--- src/nntt_pkg.sv ---
// nntt_pkg: shared types, codes and modular add/subtract helpers
// for the negacyclic ntt engine. Used by every module of the block but nntt_ram.
package nntt_pkg;

    localparam int P_WORD = 64;
    localparam int CFG_IDX_W = 3;

    typedef logic [P_WORD-1:0] t_word;

    typedef enum logic [CFG_IDX_W-1:0] {
        CFG_MODULUS  = 3'd0,
        CFG_ROOT     = 3'd1,
        CFG_ROOT_INV = 3'd2,
        CFG_LEN_INV  = 3'd3,
        CFG_LOG_LEN  = 3'd4,
        CFG_INV_MODE = 3'd5
    } t_cfg_idx;

    typedef enum logic [1:0] {
        OP_LOAD = 2'd0,
        OP_RUN  = 2'd1,
        OP_READ = 2'd2
    } t_opcode;

    typedef enum logic [1:0] {
        A_ONE   = 2'd0,
        A_X     = 2'd1,
        A_HI    = 2'd2,
        A_RDATA = 2'd3
    } t_mul_a;

    typedef enum logic [2:0] {
        B_ROOT    = 3'd0,
        B_LEN_INV = 3'd1,
        B_BASE    = 3'd2,
        B_W       = 3'd3,
        B_RDATA   = 3'd4,
        B_NINV    = 3'd5
    } t_mul_b;

    typedef enum logic [1:0] {
        WR_IN  = 2'd0,
        WR_LO  = 2'd1,
        WR_HI  = 2'd2,
        WR_MUL = 2'd3
    } t_wr_sel;

    typedef struct packed {
        logic    coeff_we;
        t_wr_sel coeff_wsel;
        logic    tw_we;
        logic    mul_start;
        t_mul_a  mul_a;
        t_mul_b  mul_b;
        logic    w_ld;
        logic    lo_ld;
        logic    bfly_fwd;
        logic    bfly_inv;
        logic    x_one;
        logic    x_ld;
        logic    base_ld;
        logic    ninv_ld;
        logic    out_ld;
    } t_dp_cmd;

    // a, b below q
    function automatic t_word add_mod(input t_word a, input t_word b, input t_word q);
        t_word room;
        room = q - b;
        return (a >= room) ? (a - room) : (a + b);
    endfunction

    function automatic t_word sub_mod(input t_word a, input t_word b, input t_word q);
        return (a >= b) ? (a - b) : (a + (q - b));
    endfunction

endpackage

--- src/nntt_ctrl.sv ---
// nntt_ctrl: sequencer for load, read and transform requests; drives the datapath
// through t_dp_cmd and memory addresses. Depends on nntt_pkg.
module nntt_ctrl #(
    parameter int LOG_MAX = 12
) (
    input  logic                  i_clk,
    input  logic                  i_rst_n,
    input  logic                  i_in_valid,
    output logic                  o_in_ready,
    input  logic [1:0]            i_opcode,
    input  logic                  i_out_ready,
    output logic                  o_out_valid,
    output logic                  o_out_last,
    output logic                  o_cfg_ready,
    input  logic                  i_cfg_clear,
    input  logic [3:0]            i_log_len,
    input  logic                  i_inv_mode,
    input  logic                  i_bypass,
    input  logic                  i_mul_done,
    output nntt_pkg::t_dp_cmd     o_cmd,
    output logic [LOG_MAX-1:0]    o_coeff_raddr,
    output logic [LOG_MAX-1:0]    o_coeff_waddr,
    output logic [LOG_MAX-1:0]    o_tw_raddr,
    output logic [LOG_MAX-1:0]    o_tw_waddr
);
    import nntt_pkg::*;

    localparam int A  = LOG_MAX;
    localparam int LW = $clog2(LOG_MAX + 1);
    localparam logic [LW-1:0] A_L = LW'(LOG_MAX);
    localparam logic [A-1:0]  ALL1 = {A{1'b1}};

    typedef enum logic [17:0] {
        S_IDLE      = 18'h00001,
        S_NINV_GO   = 18'h00002,
        S_NINV_WAIT = 18'h00004,
        S_BASE_GO   = 18'h00008,
        S_BASE_WAIT = 18'h00010,
        S_TW_WR     = 18'h00020,
        S_TW_WAIT   = 18'h00040,
        S_RED_RD    = 18'h00080,
        S_RED_CAP   = 18'h00100,
        S_RED_WAIT  = 18'h00200,
        S_BF_TW     = 18'h00400,
        S_BF_LO     = 18'h00800,
        S_BF_HI     = 18'h01000,
        S_BF_CAP    = 18'h02000,
        S_BF_MGO    = 18'h04000,
        S_BF_WAIT   = 18'h08000,
        S_BF_WR0    = 18'h10000,
        S_BF_WR1    = 18'h20000
    } t_state;

    t_state         r_state, n_state;
    logic [A-1:0]   r_load_ptr, n_load_ptr;
    logic [A-1:0]   r_read_ptr, n_read_ptr;
    logic [A-1:0]   r_idx, n_idx;
    logic [A-1:0]   r_j, n_j;
    logic [LW-1:0]  r_lt, n_lt;
    logic           r_scale, n_scale;
    logic           r_tv, n_tv;
    logic           r_rd_pend, n_rd_pend;
    logic           r_last_pend, n_last_pend;
    logic           r_out_valid, n_out_valid;
    logic           r_out_last, n_out_last;

    logic [LW-1:0]  lg;
    logic [A-1:0]   nmask, half, tmask, tbit, k, kt, m, rev, lp, rp;
    logic           accept;

    // effective transform size and butterfly addressing
    always_comb begin
        if (i_log_len == 4'd0) begin
            lg = LW'(1);
        end else if (int'(i_log_len) > LOG_MAX) begin
            lg = A_L;
        end else begin
            lg = LW'(i_log_len);
        end
        nmask = ALL1 >> (A_L - lg);
        half  = nmask >> 1;
        tmask = ~(ALL1 << r_lt);
        tbit  = A'(1) << r_lt;
        k     = ((r_j & ~tmask) << 1) | (r_j & tmask);
        kt    = k | tbit;
        m     = A'(1) << (lg - LW'(1) - r_lt);
        for (int b = 0; b < A; b++) begin
            rev[b] = r_idx[A-1-b];
        end
        lp = r_load_ptr & nmask;
        rp = r_read_ptr & nmask;
    end

    assign o_in_ready  = (r_state == S_IDLE) && !r_rd_pend &&
                         ((i_opcode != OP_READ) || !r_out_valid || i_out_ready);
    assign o_cfg_ready = (r_state == S_IDLE) && !r_rd_pend;
    assign accept      = i_in_valid && o_in_ready;

    always_comb begin
        n_state     = r_state;
        n_load_ptr  = r_load_ptr;
        n_read_ptr  = r_read_ptr;
        n_idx       = r_idx;
        n_j         = r_j;
        n_lt        = r_lt;
        n_scale     = r_scale;
        n_tv        = r_tv;
        n_rd_pend   = r_rd_pend;
        n_last_pend = r_last_pend;
        n_out_valid = r_out_valid;
        n_out_last  = r_out_last;
        o_cmd         = '0;
        o_coeff_raddr = rp;
        o_coeff_waddr = lp;
        o_tw_raddr    = m | (r_j >> r_lt);
        o_tw_waddr    = rev >> (A_L - lg);

        // registered read data is loaded into the output register in the cycle after the request
        if (r_rd_pend) begin
            o_cmd.out_ld = 1'b1;
            n_out_valid  = 1'b1;
            n_out_last   = r_last_pend;
            n_rd_pend    = 1'b0;
        end else if (r_out_valid && i_out_ready) begin
            n_out_valid = 1'b0;
        end

        unique case (r_state)
            S_IDLE: begin
                o_cmd.coeff_wsel = WR_IN;
                if (accept) begin
                    case (i_opcode)
                        OP_LOAD: begin
                            o_cmd.coeff_we = 1'b1;
                            n_load_ptr     = (lp + 1'b1) & nmask;
                        end
                        OP_READ: begin
                            n_rd_pend   = 1'b1;
                            n_last_pend = (rp == nmask);
                            n_read_ptr  = (rp + 1'b1) & nmask;
                        end
                        OP_RUN: begin
                            n_load_ptr = '0;
                            n_read_ptr = '0;
                            if (!i_bypass) begin
                                n_state = S_NINV_GO;
                            end
                        end
                        default: ;
                    endcase
                end
            end
            S_NINV_GO: begin
                o_cmd.mul_start = 1'b1;
                o_cmd.mul_a     = A_ONE;
                o_cmd.mul_b     = B_LEN_INV;
                n_state         = S_NINV_WAIT;
            end
            S_NINV_WAIT: begin
                n_idx   = '0;
                n_scale = 1'b0;
                if (i_mul_done) begin
                    o_cmd.ninv_ld = 1'b1;
                    n_state       = r_tv ? S_RED_RD : S_BASE_GO;
                end
            end
            S_BASE_GO: begin
                o_cmd.mul_start = 1'b1;
                o_cmd.mul_a     = A_ONE;
                o_cmd.mul_b     = B_ROOT;
                o_cmd.x_one     = 1'b1;
                n_state         = S_BASE_WAIT;
            end
            S_BASE_WAIT: begin
                if (i_mul_done) begin
                    o_cmd.base_ld = 1'b1;
                    n_idx         = '0;
                    n_state       = S_TW_WR;
                end
            end
            S_TW_WR: begin
                // twiddle goes to its bit-reversed slot, next power starts at once
                o_cmd.tw_we     = 1'b1;
                o_cmd.mul_start = 1'b1;
                o_cmd.mul_a     = A_X;
                o_cmd.mul_b     = B_BASE;
                n_state         = S_TW_WAIT;
            end
            S_TW_WAIT: begin
                if (i_mul_done) begin
                    o_cmd.x_ld = 1'b1;
                    if (r_idx == nmask) begin
                        n_idx   = '0;
                        n_tv    = 1'b1;
                        n_state = S_RED_RD;
                    end else begin
                        n_idx   = r_idx + 1'b1;
                        n_state = S_TW_WR;
                    end
                end
            end
            S_RED_RD: begin
                o_coeff_raddr = r_idx;
                n_state       = S_RED_CAP;
            end
            S_RED_CAP: begin
                o_cmd.mul_start = 1'b1;
                o_cmd.mul_a     = r_scale ? A_RDATA : A_ONE;
                o_cmd.mul_b     = r_scale ? B_NINV : B_RDATA;
                n_state         = S_RED_WAIT;
            end
            S_RED_WAIT: begin
                o_coeff_waddr    = r_idx;
                o_cmd.coeff_wsel = WR_MUL;
                if (i_mul_done) begin
                    o_cmd.coeff_we = 1'b1;
                    if (r_idx == nmask) begin
                        n_idx = '0;
                        if (r_scale) begin
                            n_state = S_IDLE;
                        end else begin
                            n_j     = '0;
                            n_lt    = i_inv_mode ? '0 : (lg - LW'(1));
                            n_state = S_BF_TW;
                        end
                    end else begin
                        n_idx   = r_idx + 1'b1;
                        n_state = S_RED_RD;
                    end
                end
            end
            S_BF_TW: begin
                n_state = S_BF_LO;
            end
            S_BF_LO: begin
                o_cmd.w_ld    = 1'b1;
                o_coeff_raddr = k;
                n_state       = S_BF_HI;
            end
            S_BF_HI: begin
                o_cmd.lo_ld   = 1'b1;
                o_coeff_raddr = kt;
                n_state       = S_BF_CAP;
            end
            S_BF_CAP: begin
                if (i_inv_mode) begin
                    o_cmd.bfly_inv = 1'b1;
                    n_state        = S_BF_MGO;
                end else begin
                    o_cmd.mul_start = 1'b1;
                    o_cmd.mul_a     = A_RDATA;
                    o_cmd.mul_b     = B_W;
                    n_state         = S_BF_WAIT;
                end
            end
            S_BF_MGO: begin
                o_cmd.mul_start = 1'b1;
                o_cmd.mul_a     = A_HI;
                o_cmd.mul_b     = B_W;
                n_state         = S_BF_WAIT;
            end
            S_BF_WAIT: begin
                if (i_mul_done) begin
                    o_cmd.bfly_fwd = !i_inv_mode;
                    n_state        = S_BF_WR0;
                end
            end
            S_BF_WR0: begin
                o_cmd.coeff_we   = 1'b1;
                o_cmd.coeff_wsel = WR_LO;
                o_coeff_waddr    = k;
                n_state          = S_BF_WR1;
            end
            S_BF_WR1: begin
                o_cmd.coeff_we   = 1'b1;
                o_cmd.coeff_wsel = i_inv_mode ? WR_MUL : WR_HI;
                o_coeff_waddr    = kt;
                n_state          = S_BF_TW;
                if (r_j == half) begin
                    n_j = '0;
                    if (!i_inv_mode) begin
                        if (r_lt == '0) begin
                            n_state = S_IDLE;
                        end else begin
                            n_lt = r_lt - 1'b1;
                        end
                    end else if (r_lt == (lg - LW'(1))) begin
                        // inverse ends with the scaling pass
                        n_idx   = '0;
                        n_scale = 1'b1;
                        n_state = S_RED_RD;
                    end else begin
                        n_lt = r_lt + 1'b1;
                    end
                end else begin
                    n_j = r_j + 1'b1;
                end
            end
            default: n_state = S_IDLE;
        endcase

        if (i_cfg_clear) begin
            n_tv = 1'b0;
        end
    end

    always_ff @(posedge i_clk) begin
        if (!i_rst_n) begin
            r_state     <= S_IDLE;
            r_load_ptr  <= '0;
            r_read_ptr  <= '0;
            r_idx       <= '0;
            r_j         <= '0;
            r_lt        <= '0;
            r_scale     <= 1'b0;
            r_tv        <= 1'b0;
            r_rd_pend   <= 1'b0;
            r_last_pend <= 1'b0;
            r_out_valid <= 1'b0;
            r_out_last  <= 1'b0;
        end else begin
            r_state     <= n_state;
            r_load_ptr  <= n_load_ptr;
            r_read_ptr  <= n_read_ptr;
            r_idx       <= n_idx;
            r_j         <= n_j;
            r_lt        <= n_lt;
            r_scale     <= n_scale;
            r_tv        <= n_tv;
            r_rd_pend   <= n_rd_pend;
            r_last_pend <= n_last_pend;
            r_out_valid <= n_out_valid;
            r_out_last  <= n_out_last;
        end
    end

    assign o_out_valid = r_out_valid;
    assign o_out_last  = r_out_last;

endmodule

--- config.mk ---
export PLATFORM = sky130hd
export DESIGN_NAME = nntt_ctrl
export DESIGN_NICKNAME = d
export VERILOG_FILES = /design/src/nntt_pkg.sv /design/src/nntt_ctrl.sv
export SDC_FILE = /design/constraint.sdc
export NUM_CORES = 1
export LEC_CHECK = 0
export ABC_CLOCK_PERIOD_IN_PS = 5100
export BUFFER_PORTS_ARGS = -buffer_cell sky130_fd_sc_hd__buf_2
export CAP_MARGIN = 30
export CORE_AREA = 2 2 164 166
export CTS_BUF_LIST = sky130_fd_sc_hd__clkbuf_4
export CTS_CLUSTER_DIAMETER = 100
export DETAILED_ROUTE_END_ITERATION = 8
export DIE_AREA = 0 0 166 168
export GPL_TIMING_DRIVEN = 0
export MAX_ROUTING_LAYER = met4
export PLACE_DENSITY = 0.56
export SKIP_CTS_REPAIR_TIMING = 1
export SYNTH_ARGS = -nofsm -noshare
export SYNTH_HDL_FRONTEND = slang
export SYNTH_SLANG_ARGS = --single-unit
--- constraint.sdc ---
create_clock -name i_clk -period 5.1 [get_ports i_clk]
set_input_delay 0.765 -clock i_clk [delete_from_list [all_inputs] [get_ports i_clk]]
set_output_delay 0.765 -clock i_clk [all_outputs]
set_load 0.02 [all_outputs]
# Word-level counts from Yosys, hierarchy flattened

Index checks and enable logic that the tools add are counted.

Word-level logic and storage cells: 184
Register bits: 76
Output and inout bits: 71
Input bits: 14

Mux-type cells: 73
Add/sub/neg operators: 9
Equality and inequality tests: 41
Magnitude comparators: 1
Reduce and logical (&&, ||, !) cells: 30
Bitwise operators: 12
Shifts and indexed selects: 6

Operators by type and width:

| cell                                                               | number |
|---|---|
| 18-bit case mux with 18 select lines                               | 1 |
| 18-bit 2-to-1 mux                                                  | 11 |
| 12-bit 2-to-1 mux                                                  | 10 |
| 12-bit case mux with 2 select lines                                | 3 |
| 12-bit case mux with 3 select lines                                | 2 |
| 12-bit bitwise AND                                                 | 5 |
| 12-bit by 1-bit adder with 12-bit output, second input constant    | 4 |
| 12-bit case mux with 4 select lines                                | 1 |
| 4-bit 2-to-1 mux                                                   | 10 |
| 12-bit OR                                                          | 3 |
| 6-bit case mux with 6 select lines                                 | 1 |
| 11-bit 2-to-1 mux                                                  | 3 |
| 2-bit inequality test, second input constant                       | 13 |
| 12-bit == test                                                     | 2 |
| 1-bit by 4-bit << shifter with 12-bit output, first input constant | 2 |
| 12-bit by 4-bit right shift with 12-bit output                     | 2 |
| 1-bit 2-to-1 mux                                                   | 23 |
| 18-bit by 1-bit == test with 1-bit output, second input constant   | 1 |
| 18-bit by 10-bit == test with 1-bit output, second input constant  | 1 |
| 18-bit by 11-bit == test with 1-bit output, second input constant  | 1 |
| 18-bit by 12-bit == test with 1-bit output, second input constant  | 1 |
| 18-bit by 13-bit == test with 1-bit output, second input constant  | 1 |
| 18-bit by 14-bit == test with 1-bit output, second input constant  | 1 |
| 18-bit by 15-bit == test with 1-bit output, second input constant  | 1 |
| 48 further kinds                                                   | 69 |

# Logic depth before layout (Yosys ltp)

Word-level depth: 9
Mapped depth: 21
Mapped depth without buffers: 15

# Worst setup path after synthesis

Ideal clock, no wire load.

Path type: input-to-output
From: input i_log_len[2]
To: output o_tw_raddr[5]
Data required time: 4.335 ns
Data arrival time: 4.906 ns
Setup slack: -0.571 ns
Cell stages on the path: 18
Path buffers: 7
Path through: buf_6 -> buf_12 -> buf_8 -> clkbuf_1 -> o2bb2ai_1 -> clkbuf_1 -> inv_1 -> ha_1 -> buf_2 -> nand2b_1 -> and2_1 -> inv_1 -> clkbuf_1 -> ha_1 -> a21oi_1 -> xnor2_1 -> or2_2 -> o32ai_1

Longest elaborated chain between the ends: 7
Elaborated cells between the ends (all ways): 8
Classes of those cells: add/sub: 2; order compare: 1; shift: 1; mux: 2; bitwise: 1; reduce/logical: 1

Ends and longest elaborated chain:

| what                                           | line             | source |
|---|---|---|
| from (decl)                                    | nntt_ctrl.sv:16  | `input logic [3:0] i_log_len,` |
| 4-bit > comparator                             | nntt_ctrl.sv:75  | `end else if (int'(i_log_len) > LOG_MAX) begin` |
| 4-bit 2-to-1 mux                               | nntt_ctrl.sv:75  |  |
| 4-bit 2-to-1 mux *                             | nntt_ctrl.sv:73  | `if (i_log_len == 4'd0) begin` |
| 4-bit by 1-bit subtractor with 4-bit output *  | nntt_ctrl.sv:86  | `m = A'(1) << (lg - LW'(1) - r_lt);` |
| 4-bit subtractor *                             | nntt_ctrl.sv:86  |  |
| 1-bit by 4-bit << shifter with 12-bit output * | nntt_ctrl.sv:86  |  |
| 12-bit OR *                                    | nntt_ctrl.sv:115 | `o_tw_raddr = m \| (r_j >> r_lt);` |
| to (decl)                                      | nntt_ctrl.sv:23  | `output logic [LOG_MAX-1:0] o_tw_raddr,` |

Mark *: on every way between the ends. The rest lies on a longest branch, timed or not.

# Final worst setup path

From: input i_log_len[3]
To: output o_tw_waddr[5]

Longest elaborated chain between the ends: 5
Elaborated cells between the ends (all ways): 6
Classes of those cells: add/sub: 1; order compare: 1; shift: 1; mux: 2; reduce/logical: 1

Ends and longest elaborated chain:

| what                                             | line             | source |
|---|---|---|
| 4-bit > comparator                               | nntt_ctrl.sv:75  |  |
| 4-bit 2-to-1 mux                                 | nntt_ctrl.sv:75  |  |
| 4-bit 2-to-1 mux *                               | nntt_ctrl.sv:73  |  |
| 4-bit subtractor *                               | nntt_ctrl.sv:116 | `o_tw_waddr = rev >> (A_L - lg);` |
| 12-bit by 4-bit right shift with 12-bit output * | nntt_ctrl.sv:116 |  |
| to (decl)                                        | nntt_ctrl.sv:24  | `output logic [LOG_MAX-1:0] o_tw_waddr` |

Marked as above.

==> metrics.txt <==
vias in the first global route 8862; CTS Root Cell clkbuf_4; normalized max-slew margin around 30%; type of the worst min-delay path in2reg; area grow syn2layout 16.7%; core area ~0.026 mm²; area of the multi-input gates slightly below 0.006 mm²; mapped cell area 0.00777 mm²; I/O Pins 85; clk buf depth 2; Seq/Total Area, Yosys 19.6%; H-tree levels 3; FF+latch area approximately 0.0015 mm²; clk_lat worst skew roughly 0.5 ns; Synth Area per Inst roughly 7 µm²; reg-to-reg startpoint r_state[6]$_SDFFE_PN0P_; I/O Buffers 83; Post-synth EDFFs 0; CP startpoint kind input port; commonest non-fill, non-tap cells in the layout nand2_1, nor2_1, a21oi_1, buf_2, dfxtp_1; net count after synthesis around 1200; reg2reg end r_idx[1]$_SDFFE_PN0P_; die area approximately 0.028 mm²; Final Instance Area around 0.0091 mm²; Fill cells roughly 2900; Final min period ~5 ns; DR WL met2 ~16 mm; #FFs+latches synth between 70 and 80; worst-path fanout max 11; final setup fails 0; vias post-DR roughly 9700; unrepaired setup endpoints after global routing yes; row count 60; Total GRT Usage between 20% and 30%; Iteration-0 DRC Markers roughly 1300; final std cells w/o fill 1578; Peak Freq between 0.15 and 0.2 GHz; Worst Setup End Kind output pin; first-pass GRT wire length 54.7 mm; cells after synthesis between 1000 and 1500; Static Leakage between 3 and 4 nW; met3 wire len approximately 3.2 mm; VDD IR max 0.0990 mV; DR WL/cell around 23 µm; GP Congestion about 1; top post-synthesis cells by area dfxtp_1, a21oi_1, nand2_1; Yosys cell types 86; asr flop ratio synth 0%; Initial Util around 30%; Synth Warn # 0; status finished, final reports clean; hold worst-path end r_tv$_SDFFE_PP0P_; Congestion Overflow GR 0; reg2reg setup slack about 1.2 ns; Placement Cell Area 0.00866 mm²; DRC Markers 0; Post-Route M1 WL about 16 mm; uppermost routed layer met4; type of the worst setup path in2out; worst setup path startpoint i_log_len[3]; largest net degree at the start of global routing 14; TritonRoute pass-1 iters 6; final net count between 1000 and 1500; Primary FF master, synth dfxtp_1; Reg clk slew, reported paths between 0.15 and 0.2 ns; Hold Path Cell Cnt 2; share of the synthesized area in the top cell type about a fifth; Worst Hold Launch i_cfg_clear; period utilization just under 100%; Final WS setup 0.0881 ns; layout cells sized above 1 between 15 and 20%; clk sinks between 70 and 80; die width around 170 µm; R2R depth 11; maxcap violations 0; most common cell after layout, fill and taps aside nand2_1; Final ANT Viol Nets 0; Detail Placement HPWL around 28 mm; Final Hold Violating Endpoints 0; CTS Buf Count 9; cell taking the most area after synthesis dfxtp_1; WL final about 37 mm; # placed instances 1554; Worst Skew between 0.015 and 0.02 ns; Worst Path Arrival 4.25 ns; Vert. Die Dim 168 µm; actual slew at the worst max-slew pin between 1 and 1.5 ns; Final Max Tran Viols 0; power density over cell area between 150 and 200 mW/mm²; Avg Vias per Cell 6.17; antenna violations before repair 2; Req. time, crit path around 4.3 ns; pre-CTS WS -1.35 ns; CTS tree done
==> critical path, cell delays in order <==
cell       delay, ns
buf_2           0.14
clkbuf_4        0.24
buf_4           0.22
nor2_1          0.06
nor2_1          0.19
o2bb2ai_4       0.10
buf_12          0.17
ha_2            0.52
buf_2           0.39
clkbuf_2        0.37
mux2i_1         0.29
nor2_1          0.06
a211oi_1        0.44
buf_2           0.26
==> cell type report <==
class	instances	area share, %
multi-input combinational	918	64.6
sequential	76	16.8
timing repair buffer	92	5.44
tap	341	4.71
buffer	86	4.58
inverter	48	2.08
clock inverter	6	0.952
clock buffer	10	0.828
antenna	1	0.0276
==> power by group <==
| group | leakage (nW) | switching [W] | internal, W |
|---|---|---|---|
| Sequential | 0.612 | 0.00000908 | 0.000601 |
| Clock | 0.0884 | 0.000273 | 0.000204 |
| Combinational | 2.76 | 0.000367 | 0.000177 |
| Total | 3.46 | 0.000649 | 0.000982 |
==> registers in the layout, indices dropped and copies added, names as in the netlist <==
register	flops
r_scale	1
o_out_valid	1
r_lt	4
r_rd_pend	1
r_last_pend	1
r_tv	1
o_out_last	1
r_state	18
r_j	12
r_idx	12
r_read_ptr	12
r_load_ptr	12
==> Yosys cell counts (all sizes together) (5+ instances only) <==
cell,number
or3,16
nor4,24
a31o,10
o21ai,80
nor2b,12
or2,9
o22ai,12
nand2b,20
mux4,6
a221o,5
o31ai,10
mux2i,31
and2,17
o21a,8
xnor2,17
a31oi,11
o221ai,9
and3,21
o2111ai,5
clkbuf,71
a21o,12
nor2,108
inv,46
nor3b,8
nand4,31
a22oi,10
dfxtp,76
nand3,40
or4,10
nor4b,6
a211oi,17
ha,15
a21oi,97
a221oi,5
xor2,6
buf,16
nor3,45
a32oi,5
nand2,112
and4,5
nand3b,6
==> per-stage QoR <==
step	total power, W	TNS [ns]	hold WS, ns	util [%]
finish	0.00163	0	0.419	34.4
global route	0.00169	-0.166	0.398	34.4
CTS	0.00159	-40.37	0.398	33.5
detailed placement	0.00111	-63.87	0.446	32.9
global placement	0.00111	-65.23	0.444	32.8
floorplan	0.000946	-0.312	0.424	-
==> worst max path at each step <==
stage	cells after the start	to	slack, ns
6_report	14	o_tw_waddr[5]	0.09
5_1_grt	20	o_tw_raddr[0]	-0.06
4_1_cts	19	o_tw_raddr[1]	-1.37
3_5_place_dp	19	o_tw_raddr[1]	-1.35
3_3_place_gp	19	o_tw_raddr[1]	-1.34
2_1_floorplan	18	o_tw_raddr[0]	-0.09
==> logic make-up (layout without fill, tap and decap cells) <==
| family | Yosys count | count (layout) | synth area share, % |
|---|---|---|---|
| and+or+nand+nor | 503 | 503 | 33.5 |
| AOI/OAI and AO/OA | 335 | 335 | 28.0 |
| buffers and inverters | 135 | 242 | 7.23 |
| adders and majority gates | 17 | 17 | 2.93 |
| other | 0 | 1 | 0 |
| xor gates and xnor gates | 23 | 23 | 2.59 |
| muxes | 40 | 40 | 6.17 |
| DFF | 76 | 76 | 19.6 |
==> layer usage <==
| metal | global-route usage, % | vias to the layer above |
|---|---|---|
| li1 | - | 4397 |
| met1 | 34.6 | 4692 |
| met2 | 39.8 | 555 |
| met3 | 4.94 | 100 |
| met4 | 9.75 | 0 |
| met5 | - | - |
(Power assumes the default switching activity.)
